$ cat src/uxf_pkg.sv
package uxf_pkg;

    localparam int FIFO_DEPTH_DEF = 64;

    localparam logic [7:0] STOP_CHAR_RST   = 8'h13;
    localparam logic [7:0] RESUME_CHAR_RST = 8'h11;

    // configuration register indexes
    localparam logic REG_STOP   = 1'b0;
    localparam logic REG_RESUME = 1'b1;

    typedef enum logic [1:0] {
        KIND_WRITE    = 2'd0,
        KIND_READ     = 2'd1,
        KIND_TX_READY = 2'd2,
        KIND_RX       = 2'd3
    } kind_t;

    typedef enum logic [1:0] {
        STAT_OK          = 2'd0,
        STAT_WRITE_FULL  = 2'd1,
        STAT_READ_EMPTY  = 2'd2,
        STAT_RX_DROP     = 2'd3
    } status_t;

    typedef enum logic [2:0] {
        FLOW_QUIET     = 3'b001,
        FLOW_SENDING   = 3'b010,
        FLOW_THROTTLED = 3'b100
    } flow_t;

    localparam logic [1:0] MODE_QUIET     = 2'd0;
    localparam logic [1:0] MODE_SENDING   = 2'd1;
    localparam logic [1:0] MODE_THROTTLED = 2'd2;

    // result word, line_valid in the lowest bit
    typedef struct packed {
        logic [1:0] pad;
        logic [1:0] flow_mode;
        status_t    status;
        logic [7:0] host_byte;
        logic       host_valid;
        logic [7:0] line_byte;
        logic       line_valid;
    } result_t;

    typedef struct packed {
        logic push;
        logic pop;
    } fifo_ctl_t;

    typedef struct packed {
        logic empty;
        logic full;
    } fifo_stat_t;

    function automatic logic [1:0] flow_mode(input flow_t f);
        logic [1:0] m;
        unique case (f)
            FLOW_QUIET:     m = MODE_QUIET;
            FLOW_SENDING:   m = MODE_SENDING;
            FLOW_THROTTLED: m = MODE_THROTTLED;
            default:        m = MODE_QUIET;
        endcase
        return m;
    endfunction

endpackage

$ cat src/uxf_fifo.sv
module uxf_fifo #(
    parameter int DEPTH = uxf_pkg::FIFO_DEPTH_DEF
) (
    input  logic                  clk,
    input  logic                  rst_n,
    input  uxf_pkg::fifo_ctl_t    ctl,
    input  logic [7:0]            push_data,
    output logic [7:0]            head_data,
    output uxf_pkg::fifo_stat_t   stat
);

    localparam int PW = $clog2(DEPTH);
    localparam int CW = $clog2(DEPTH + 1);

    logic [7:0]    mem [DEPTH];
    logic [PW-1:0] head_reg, head_next;
    logic [PW-1:0] tail_reg, tail_next;
    logic [CW-1:0] cnt_reg, cnt_next;
    logic [7:0]    rdata_reg;

    always_comb
    begin
        head_next = head_reg;
        tail_next = tail_reg;
        cnt_next  = cnt_reg;
        if (ctl.pop)
        begin
            head_next = (head_reg == PW'(DEPTH - 1)) ? '0 : head_reg + 1'b1;
        end
        if (ctl.push)
        begin
            tail_next = (tail_reg == PW'(DEPTH - 1)) ? '0 : tail_reg + 1'b1;
        end
        if (ctl.push && !ctl.pop)
        begin
            cnt_next = cnt_reg + 1'b1;
        end
        else if (ctl.pop && !ctl.push)
        begin
            cnt_next = cnt_reg - 1'b1;
        end
    end

    always_ff @(posedge clk or negedge rst_n)
    begin
        if (!rst_n)
        begin
            head_reg <= '0;
            tail_reg <= '0;
            cnt_reg  <= '0;
        end
        else
        begin
            head_reg <= head_next;
            tail_reg <= tail_next;
            cnt_reg  <= cnt_next;
        end
    end

    always_ff @(posedge clk)
    begin
        if (ctl.push)
        begin
            mem[tail_reg] <= push_data;
        end
    end

    // read ahead at the next head so the head word is ready every cycle
    always_ff @(posedge clk)
    begin
        if (ctl.push && (tail_reg == head_next))
        begin
            rdata_reg <= push_data;
        end
        else
        begin
            rdata_reg <= mem[head_next];
        end
    end

    assign head_data  = rdata_reg;
    assign stat.empty = (cnt_reg == '0);
    assign stat.full  = (cnt_reg == CW'(DEPTH));

endmodule

$ cat src/uart_xon_xoff_fifo_channel_top.sv
// Serial channel with a transmit queue, a type-ahead receive queue and XON/XOFF
// throttling of the output. Each slave word is one event (tuser = kind: host write,
// host read, transmitter ready, byte received; tdata = the byte) and yields exactly
// one master word. One event is taken per clock unless m_tready stalls the result:
// it is registered on acceptance, handled from that register against the queue
// heads and the flow state, and its result word is registered. cfg_ready is always
// high. Both queues are FIFO_DEPTH bytes deep and keep their head byte read ahead
// from memory, so a pop never waits. A full or empty queue refuses the access and
// says so in status. The user must write the stop and resume characters on the cfg
// port (index 0 stop, 1 resume) only while no event is in flight; the block does not enforce it.
module uart_xon_xoff_fifo_channel_top #(
    parameter int FIFO_DEPTH = uxf_pkg::FIFO_DEPTH_DEF
) (
    input  logic        clk,
    input  logic        rst_n,
    input  logic        s_tvalid,
    output logic        s_tready,
    input  logic [7:0]  s_tdata,   // data[7:0]
    input  logic [1:0]  s_tuser,   // kind[1:0]
    output logic        m_tvalid,
    input  logic        m_tready,
    // line_valid[0], line_byte[8:1], host_valid[9], host_byte[17:10],
    // status[19:18], flow_mode[21:20], zero[23:22]
    output logic [23:0] m_tdata,
    input  logic        cfg_valid,
    output logic        cfg_ready,
    input  logic        cfg_index,
    input  logic [7:0]  cfg_data
);

    logic                in_valid_reg;
    uxf_pkg::kind_t      in_kind_reg;
    logic [7:0]          in_data_reg;
    logic                out_valid_reg;
    uxf_pkg::result_t    out_reg, out_next;
    uxf_pkg::flow_t      flow_reg, flow_next;
    logic [7:0]          stop_reg;
    logic [7:0]          resume_reg;
    logic                advance;

    uxf_pkg::fifo_ctl_t  tx_ctl, rx_ctl;
    uxf_pkg::fifo_stat_t tx_stat, rx_stat;
    logic [7:0]          tx_head, rx_head;

    assign advance   = in_valid_reg && (!out_valid_reg || m_tready);
    assign s_tready  = !in_valid_reg || advance;
    assign m_tvalid  = out_valid_reg;
    assign m_tdata   = out_reg;
    assign cfg_ready = 1'b1;

    always_ff @(posedge clk or negedge rst_n)
    begin
        if (!rst_n)
        begin
            stop_reg   <= uxf_pkg::STOP_CHAR_RST;
            resume_reg <= uxf_pkg::RESUME_CHAR_RST;
        end
        else if (cfg_valid)
        begin
            if (cfg_index == uxf_pkg::REG_STOP)
            begin
                stop_reg <= cfg_data;
            end
            else
            begin
                resume_reg <= cfg_data;
            end
        end
    end

    always_ff @(posedge clk or negedge rst_n)
    begin
        if (!rst_n)
        begin
            in_valid_reg <= 1'b0;
        end
        else if (s_tready)
        begin
            in_valid_reg <= s_tvalid;
        end
    end

    always_ff @(posedge clk)
    begin
        if (s_tvalid && s_tready)
        begin
            in_kind_reg <= uxf_pkg::kind_t'(s_tuser);
            in_data_reg <= s_tdata;
        end
    end

    always_comb
    begin
        out_next            = '0;
        flow_next           = flow_reg;
        tx_ctl              = '0;
        rx_ctl              = '0;
        out_next.status     = uxf_pkg::STAT_OK;
        unique case (in_kind_reg)
            uxf_pkg::KIND_WRITE:
            begin
                if (tx_stat.full)
                begin
                    out_next.status = uxf_pkg::STAT_WRITE_FULL;
                end
                else if (flow_reg == uxf_pkg::FLOW_QUIET)
                begin
                    // quiet means the queue is empty: the byte goes straight out
                    out_next.line_valid = 1'b1;
                    out_next.line_byte  = in_data_reg;
                    flow_next           = uxf_pkg::FLOW_SENDING;
                end
                else
                begin
                    tx_ctl.push = 1'b1;
                end
            end
            uxf_pkg::KIND_READ:
            begin
                if (rx_stat.empty)
                begin
                    out_next.status = uxf_pkg::STAT_READ_EMPTY;
                end
                else
                begin
                    out_next.host_valid = 1'b1;
                    out_next.host_byte  = rx_head;
                    rx_ctl.pop          = 1'b1;
                end
            end
            uxf_pkg::KIND_TX_READY:
            begin
                if (flow_reg == uxf_pkg::FLOW_SENDING)
                begin
                    if (tx_stat.empty)
                    begin
                        flow_next = uxf_pkg::FLOW_QUIET;
                    end
                    else
                    begin
                        out_next.line_valid = 1'b1;
                        out_next.line_byte  = tx_head;
                        tx_ctl.pop          = 1'b1;
                    end
                end
            end
            uxf_pkg::KIND_RX:
            begin
                if (in_data_reg == stop_reg)
                begin
                    flow_next = uxf_pkg::FLOW_THROTTLED;
                end
                else if (in_data_reg == resume_reg)
                begin
                    if (flow_reg == uxf_pkg::FLOW_THROTTLED)
                    begin
                        if (tx_stat.empty)
                        begin
                            flow_next = uxf_pkg::FLOW_QUIET;
                        end
                        else
                        begin
                            out_next.line_valid = 1'b1;
                            out_next.line_byte  = tx_head;
                            tx_ctl.pop          = 1'b1;
                            flow_next           = uxf_pkg::FLOW_SENDING;
                        end
                    end
                end
                else if (rx_stat.full)
                begin
                    out_next.status = uxf_pkg::STAT_RX_DROP;
                end
                else
                begin
                    rx_ctl.push = 1'b1;
                end
            end
            default:
            begin
                flow_next = flow_reg;
            end
        endcase
        out_next.flow_mode = uxf_pkg::flow_mode(flow_next);
        // queues only move when the event really completes
        if (!advance)
        begin
            tx_ctl = '0;
            rx_ctl = '0;
        end
    end

    always_ff @(posedge clk or negedge rst_n)
    begin
        if (!rst_n)
        begin
            flow_reg      <= uxf_pkg::FLOW_QUIET;
            out_valid_reg <= 1'b0;
        end
        else
        begin
            if (advance)
            begin
                flow_reg      <= flow_next;
                out_valid_reg <= 1'b1;
            end
            else if (m_tready)
            begin
                out_valid_reg <= 1'b0;
            end
        end
    end

    always_ff @(posedge clk)
    begin
        if (advance)
        begin
            out_reg <= out_next;
        end
    end

    uxf_fifo #(
        .DEPTH (FIFO_DEPTH)
    ) u_tx_fifo (
        .clk       (clk),
        .rst_n     (rst_n),
        .ctl       (tx_ctl),
        .push_data (in_data_reg),
        .head_data (tx_head),
        .stat      (tx_stat)
    );

    uxf_fifo #(
        .DEPTH (FIFO_DEPTH)
    ) u_rx_fifo (
        .clk       (clk),
        .rst_n     (rst_n),
        .ctl       (rx_ctl),
        .push_data (in_data_reg),
        .head_data (rx_head),
        .stat      (rx_stat)
    );

endmodule

$ cat config.mk
export PLATFORM = sky130hd
export DESIGN_NAME = uart_xon_xoff_fifo_channel_top
export DESIGN_NICKNAME = d
export VERILOG_FILES = /design/src/uxf_pkg.sv /design/src/uxf_fifo.sv /design/src/uart_xon_xoff_fifo_channel_top.sv
export SDC_FILE = /design/constraint.sdc
export NUM_CORES = 1
export LEC_CHECK = 0
export BUFFER_PORTS_ARGS = -buffer_cell sky130_fd_sc_hd__buf_2
export CORE_MARGIN = 4
export CORE_UTILIZATION = 63
export CTS_CLUSTER_DIAMETER = 100
export DETAILED_ROUTE_END_ITERATION = 12
export PLACE_DENSITY = 0.8
export SYNTH_ARGS = -nofsm -noshare
export SYNTH_HDL_FRONTEND = slang
export SYNTH_SLANG_ARGS = --single-unit
$ cat constraint.sdc
create_clock -name clk -period 7.4 [get_ports clk]
set_input_delay 1.11 -clock clk [delete_from_list [all_inputs] [get_ports clk]]
set_output_delay 1.11 -clock clk [all_outputs]
set_load 0.005 [all_outputs]
* After elaboration in Yosys (flattened, before gate mapping)
Memory sizes are Yosys's and may differ from the RTL's. A register that Yosys moved wholly into a read port is not among the register bits. Cells that the tools add are included.
Word-level totals: register bits after elaboration 91, RAM bits 1024, input port bits 24, output and inout port bits 27, logic and storage cells 128, memories kept 2
Operators by class: add/subtract/negate cells 8, equality and inequality tests 16, mux-type cells 58, bitwise logic cells 2, reductions and logical operators 23
Memories:
- u_rx_fifo.mem | words 64, width 8, read ports 1, clocked after Yosys merged registers in 1, wr ports 1, line uxf_fifo.sv:15 | logic [7:0] mem [DEPTH];
- u_tx_fifo.mem | words 64, width 8, read ports 1, clocked after Yosys merged registers in 1, wr ports 1, line uxf_fifo.sv:15
Operator list (count):
- 9-bit two-way mux | 7
- 6-bit two-way mux | 6
- 7-bit two-way mux | 4
- 9-bit one-hot mux with 3 select lines | 1
- 6-bit by 1-bit adder with 6-bit output (second input constant) | 4
- 6-bit equality test (second input constant) | 4
- 1-bit two-way mux | 22
- 3-bit two-way mux | 7
- 8-bit equality test | 2
- 7-bit by 1-bit adder with 7-bit output (second input constant) | 2
- 7-bit equality test (second input constant) | 2
- 7-bit zero test | 2
- 2-bit two-way mux | 7
- 7-bit by 1-bit subtractor with 7-bit output (second input constant) | 2
- 3-bit one-hot mux with 3 select lines | 1
- 3-bit by 2-bit equality test with 1-bit output (second input constant) | 2
- 3-bit equality test (second input constant) | 2
- 1-bit logical AND | 6
- 1-bit zero test | 6
- 2-bit one-hot mux with 3 select lines | 1
- 2-bit nonzero test | 3
- 2-bit equality test (second input constant) | 2
- 2-bit one-hot mux with 2 select lines | 1
- 2-bit AND reduction | 2
- other kinds (7) | 9

* Logic depth before layout (Yosys ltp)
depth after elaboration 11, mapped depth 16

* Modules after synthesis
From an unflattened synthesis, not the netlist that was laid out.
Second synthesis, totals: cell total of the unflattened synthesis 2265, area total of the unflattened synthesis 44500.2 sq um
Modules (own cells, without submodules):
- uxf_fifo (u_rx_fifo) | times used 1, cells an instance 1047, area an instance 21081.5 sq um, sequential area each 15970.3 sq um
- uxf_fifo (u_tx_fifo) | times used 1, cells an instance 1029, area an instance 20975.1 sq um, sequential area each 15970.3 sq um
- uart_xon_xoff_fifo_channel_top | times used 1, cells an instance 189, area an instance 2443.6 sq um, sequential area each 1493.9 sq um

* Least setup slack after synthesis
Ideal clock, no wire load.
path type reg2reg, start point register in_data_reg[0], end point register u_tx_fifo.cnt_reg[6], arrival time 5048 ps, setup slack 2226 ps, cell stages (with the launch flop) 17, path buffers 1, period minus slack after synthesis 5174 ps, cells stage by stage edfxtp_1 -> xor2_1 -> nor4_2 -> nand2_1 -> or4b_4 -> a211o_1 -> buf_6 -> ha_1 -> inv_1 -> ha_1 -> a21o_1 -> a21oi_1 -> o21bai_1 -> a21oi_1 -> xnor2_1 -> nor2_1 -> xor2_1
Between the ends: word-level cells in the longest chain between the ends 8, elaborated cells between the ends (all ways) 11
RTL lines:
- from (decl) | line uart_xon_xoff_fifo_channel_top.sv:33 | logic [7:0] in_data_reg;
- from (signal assigned) | line uart_xon_xoff_fifo_channel_top.sv:88 | in_data_reg <= s_tdata;
- 8-bit equality test | line uart_xon_xoff_fifo_channel_top.sv:153 | else if (in_data_reg == resume_reg)
- 1-bit two-way mux | line uart_xon_xoff_fifo_channel_top.sv:153
- 1-bit two-way mux (*) | line uart_xon_xoff_fifo_channel_top.sv:149 | if (in_data_reg == stop_reg)
- 1-bit one-hot mux with 2 select lines (*) | line uart_xon_xoff_fifo_channel_top.sv:99 | unique case (in_kind_reg)
- 2-bit two-way mux (*) | line uart_xon_xoff_fifo_channel_top.sv:186 | if (!advance)
- 1-bit zero test | line uxf_fifo.sv:34 | if (ctl.push && !ctl.pop)
- 1-bit logical AND | line uxf_fifo.sv:34
- 7-bit two-way mux / 2-bit nonzero test (equally long branches)
- to (signal assigned) | line uxf_fifo.sv:56 | cnt_reg <= cnt_next;
- to (decl) | line uxf_fifo.sv:18 | logic [CW-1:0] cnt_reg, cnt_next;
Mark *: on every way between the ends. The rest lies on a longest branch, timed or not. A chain may end at the register's enable or synchronous reset.

* Worst setup path in the final report
start point register in_data_reg[6], end point register u_tx_fifo.cnt_reg[6]
The elaborated chain is that of the path after synthesis.

==> flow_metrics.env <==
export IMPL_final_cells=3315
export IMPL_hold_buffers=0
export IMPL_drtIter0Drc=2675
export IMPL_fin_ws_ns=2.48
export IMPL_critPathMaxFanout=31
export IMPL_powerDensity_nw_per_um2=312
export IMPL_ant_nets=0
export IMPL_hp_class="reg2reg"
export IMPL_crit_type="reg2reg"
export IMPL_drive_above_1_share=0.215
export IMPL_rows=96
export IMPL_ff2ff_path_depth=15
export IMPL_wl_um=98500
export IMPL_io_buffers=47
export IMPL_slew_viol_final=0
export IMPL_startpoint_type="flop"
export IMPL_finalPower_mw=15.3
export IMPL_period_needed_ns=4.92
export IMPL_clockPowerShare=0.368
export IMPL_final_core_util=0.708
export IMPL_rsz0062_at_grt="false"
export IMPL_p_comb_frac=0.137
export IMPL_avgRoutedWirePerCell_um=29.7
export IMPL_synth_enable_flop_cells=1056
export IMPL_dp_slack_ns=2.47
export IMPL_postCtsSetupBuffers=0
export IMPL_cp_slowest_cell="edfxtp_1"
export IMPL_vias=22331
export IMPL_ff_latch_area_sq_um=33500
export IMPL_gp_congestion=0.838
export IMPL_reg2reg_from="in_data_reg[6]"
export IMPL_yosysTopAreaCell="edfxtp_1"
export IMPL_core_area_sq_um=69200
export IMPL_synth_top_area_share=0.716
export IMPL_multi_input_area_sq_um=10300
export IMPL_cp_num_buf_inv=1
export IMPL_io_pins=51
export IMPL_critPathCaptureType="flop"
export IMPL_synth_seq_cells=1127
export IMPL_worst_skew_pair_late_latency_ns=0.66
export IMPL_track_usage=0.269
export IMPL_cellLeakagePower_nw=15.4
export IMPL_p_sw_frac=0.250
export IMPL_ir_drop_mv=0.234
export IMPL_clk_path_buf_depth=3
export IMPL_nNetsFinal=2340
export IMPL_outcome="complete, no violations"
export IMPL_yosysWarnings=0
export IMPL_diodes=0
export IMPL_die_width_um=273
export IMPL_grt_overflow=0
export IMPL_syn_inst=2233
export IMPL_required_ns=7.94
export IMPL_path_depth=15
export IMPL_fillers=3985
export IMPL_vias_per_cell=6.74
export IMPL_maxSlewHeadroom=0.117
export IMPL_p_switching_mw=3.81
export IMPL_yosysSeqAreaShare=0.755
export IMPL_synth_common_cells="1,056 x edfxtp_1, 232 x mux4_2, 146 x nor2_1, 144 x mux2i_1, 70 x nand2_1"
export IMPL_cts_tree="built"
export IMPL_start_util=0.640
export IMPL_slowest_delay_ns=1.20
export IMPL_ys_top_cells_by_area="edfxtp_1 72%, mux4_2 12%, mux2i_1 3.3%"
export IMPL_power_frac_seq=0.494
export IMPL_cts_root_buf="clkbuf_16"
export IMPL_maxCapViolations=0
export IMPL_r2r_end="u_tx_fifo.cnt_reg[6]"
export IMPL_synth_distinct_cells=58
export IMPL_hold_viol=0
export IMPL_crit_family="simple AND/OR/NAND/NOR gates"
export IMPL_grt_pass1_wl_um=148000
export IMPL_area_growth_pct=10.6
export IMPL_max_freq_mhz=203
export IMPL_synthMostInstantiatedCell="edfxtp_1"
export IMPL_ctsHtreeMaxLevel=3
export IMPL_syn_avg_cell_area_sq_um=19.8
export IMPL_r2r_slack_ns=2.48
export IMPL_ctsResizeCount=0
export IMPL_cp_arrival_ns=5.46
export IMPL_clock_sinks=1127
export IMPL_drcViolationCount=0
export IMPL_ys_flop_type="edfxtp_1"
export IMPL_grt_max_degree=102
export IMPL_syn_area_sq_um=44300
export IMPL_dieHeight_um=273
export IMPL_die_area_sq_um=74600
export IMPL_grt_pass1_vias=22861
export IMPL_clk_pin_slew_ns=0.06
export IMPL_crit_end="u_tx_fifo.cnt_reg[6]"
export IMPL_dp_cells=3121
export IMPL_firstDrtPassIters=6
export IMPL_tightestPinTransition_ns=1.32
export IMPL_worstSetupStartpoint="in_data_reg[6]"
export IMPL_p_int_mw=11.5
export IMPL_fin_tns_setup_ns=0
export IMPL_period_share=0.665
export IMPL_hpwl_um=55600
export IMPL_finalClockSkew_ns=0.0175
export IMPL_ys_async_sr_fraction=0.0524
export IMPL_path_cells="xor2_1 > nor4_1 > nand2_1 > or4b_4 > a211o_1 > ha_1 > inv_1 > ha_1 > a21o_1 > a21oi_1 > o21bai_1 > a21oi_1 > xnor2_1 > nor2_1 > xor2_1"
export IMPL_cts_buffers=105
export IMPL_finalSetupViolations=0
export IMPL_antenna_found_initial=0
==> cells in the final DEF (no fill, tap or decap), drive strengths merged, types with 5 or more instances in the layout <==
cell | netlist | routed
xnor2 | 18 | 18
nand2b | 7 | 7
buf | 52 | 73
nor2b | 12 | 12
o21ai | 40 | 40
and3 | 6 | 6
mux4 | 232 | 232
clkbuf | 65 | 121
dfxtp | 12 | 12
mux2i | 144 | 144
nor2 | 146 | 146
clkinv | 0 | 44
and2 | 6 | 6
a31oi | 7 | 7
a22oi | 69 | 69
o22ai | 18 | 18
nand2 | 70 | 70
nand4 | 7 | 7
bufinv | 0 | 19
nand3 | 34 | 34
ha | 17 | 17
inv | 12 | 18
edfxtp | 1056 | 1056
o31ai | 5 | 5
nand3b | 12 | 12
dfrtp | 53 | 53
a21oi | 29 | 29
xor2 | 21 | 21
mux2 | 23 | 23
a21o | 7 | 7
nor4 | 5 | 5
dfstp | 6 | 6
==> cell type report <==
cell class / instances / area share
repair buffers: 73 / 0.00904
inverters: 12 / 0.000919
clock inverters: 73 / 0.0178
clock buffers: 121 / 0.0553
multi-input cells: 978 / 0.210
flip-flops and latches: 1127 / 0.683
well taps: 931 / 0.0238
==> metrics by stage <==
stage          hold WS, ns  instance area, sq um
6_report             0.494                 49000
5_1_grt              0.524                 49000
4_1_cts              0.495                 49000
3_5_place_dp         0.485                 45400
3_3_place_gp         0.483                 45400
2_1_floorplan        0.453                 44300
==> cells by family (layout without fill, tap and decap cells) <==
kind of cell	count (synthesis)	after routing	share of synthesized area
adders and majority gates	19	19	0.00571
DFF	1127	1127	0.755
other	2	3	0.000170
and+or+nand+nor	320	320	0.0329
buffers and inverters	129	279	0.0123
muxes	399	399	0.156
xor gates and xnor gates	39	39	0.00771
AOI/OAI and AO/OA	198	198	0.0298
==> per-layer routing <==
| layer | wire length (um) | track usage |
|---|---|---|
| met5 | 0 | 0 |
| met2 | 51000 | 0.456 |
| met1 | 35800 | 0.360 |
| met4 | 4090 | 0.101 |
| met3 | 7700 | 0.0395 |
==> worst min-delay path by stage <==
stage	from	end	slack (ns)	cells past startpoint
floorplan	u_rx_fifo.head_reg[5]	u_rx_fifo.head_reg[5]	0.45	1
global placement	in_valid_reg	m_tvalid	0.48	1
detailed placement	u_tx_fifo.cnt_reg[6]	u_tx_fifo.cnt_reg[6]	0.49	1
CTS	u_tx_fifo.cnt_reg[6]	u_tx_fifo.cnt_reg[6]	0.49	1
global route	u_tx_fifo.cnt_reg[6]	u_tx_fifo.cnt_reg[6]	0.52	1
finish	u_tx_fifo.cnt_reg[6]	u_tx_fifo.cnt_reg[6]	0.49	1
==> power by group through the flow <==
stage          Combinational (mW)  Clock (mW)  Sequential [mW]
3_5_place_dp                 2.05           0             7.68
2_1_floorplan                1.70           0             7.40
4_1_cts                      2.09        5.67             7.55
5_1_grt                      2.23        5.96             7.59
3_3_place_gp                 1.99           0             7.66
6_report                     2.10        5.63             7.55
(Power assumes the default switching activity.)
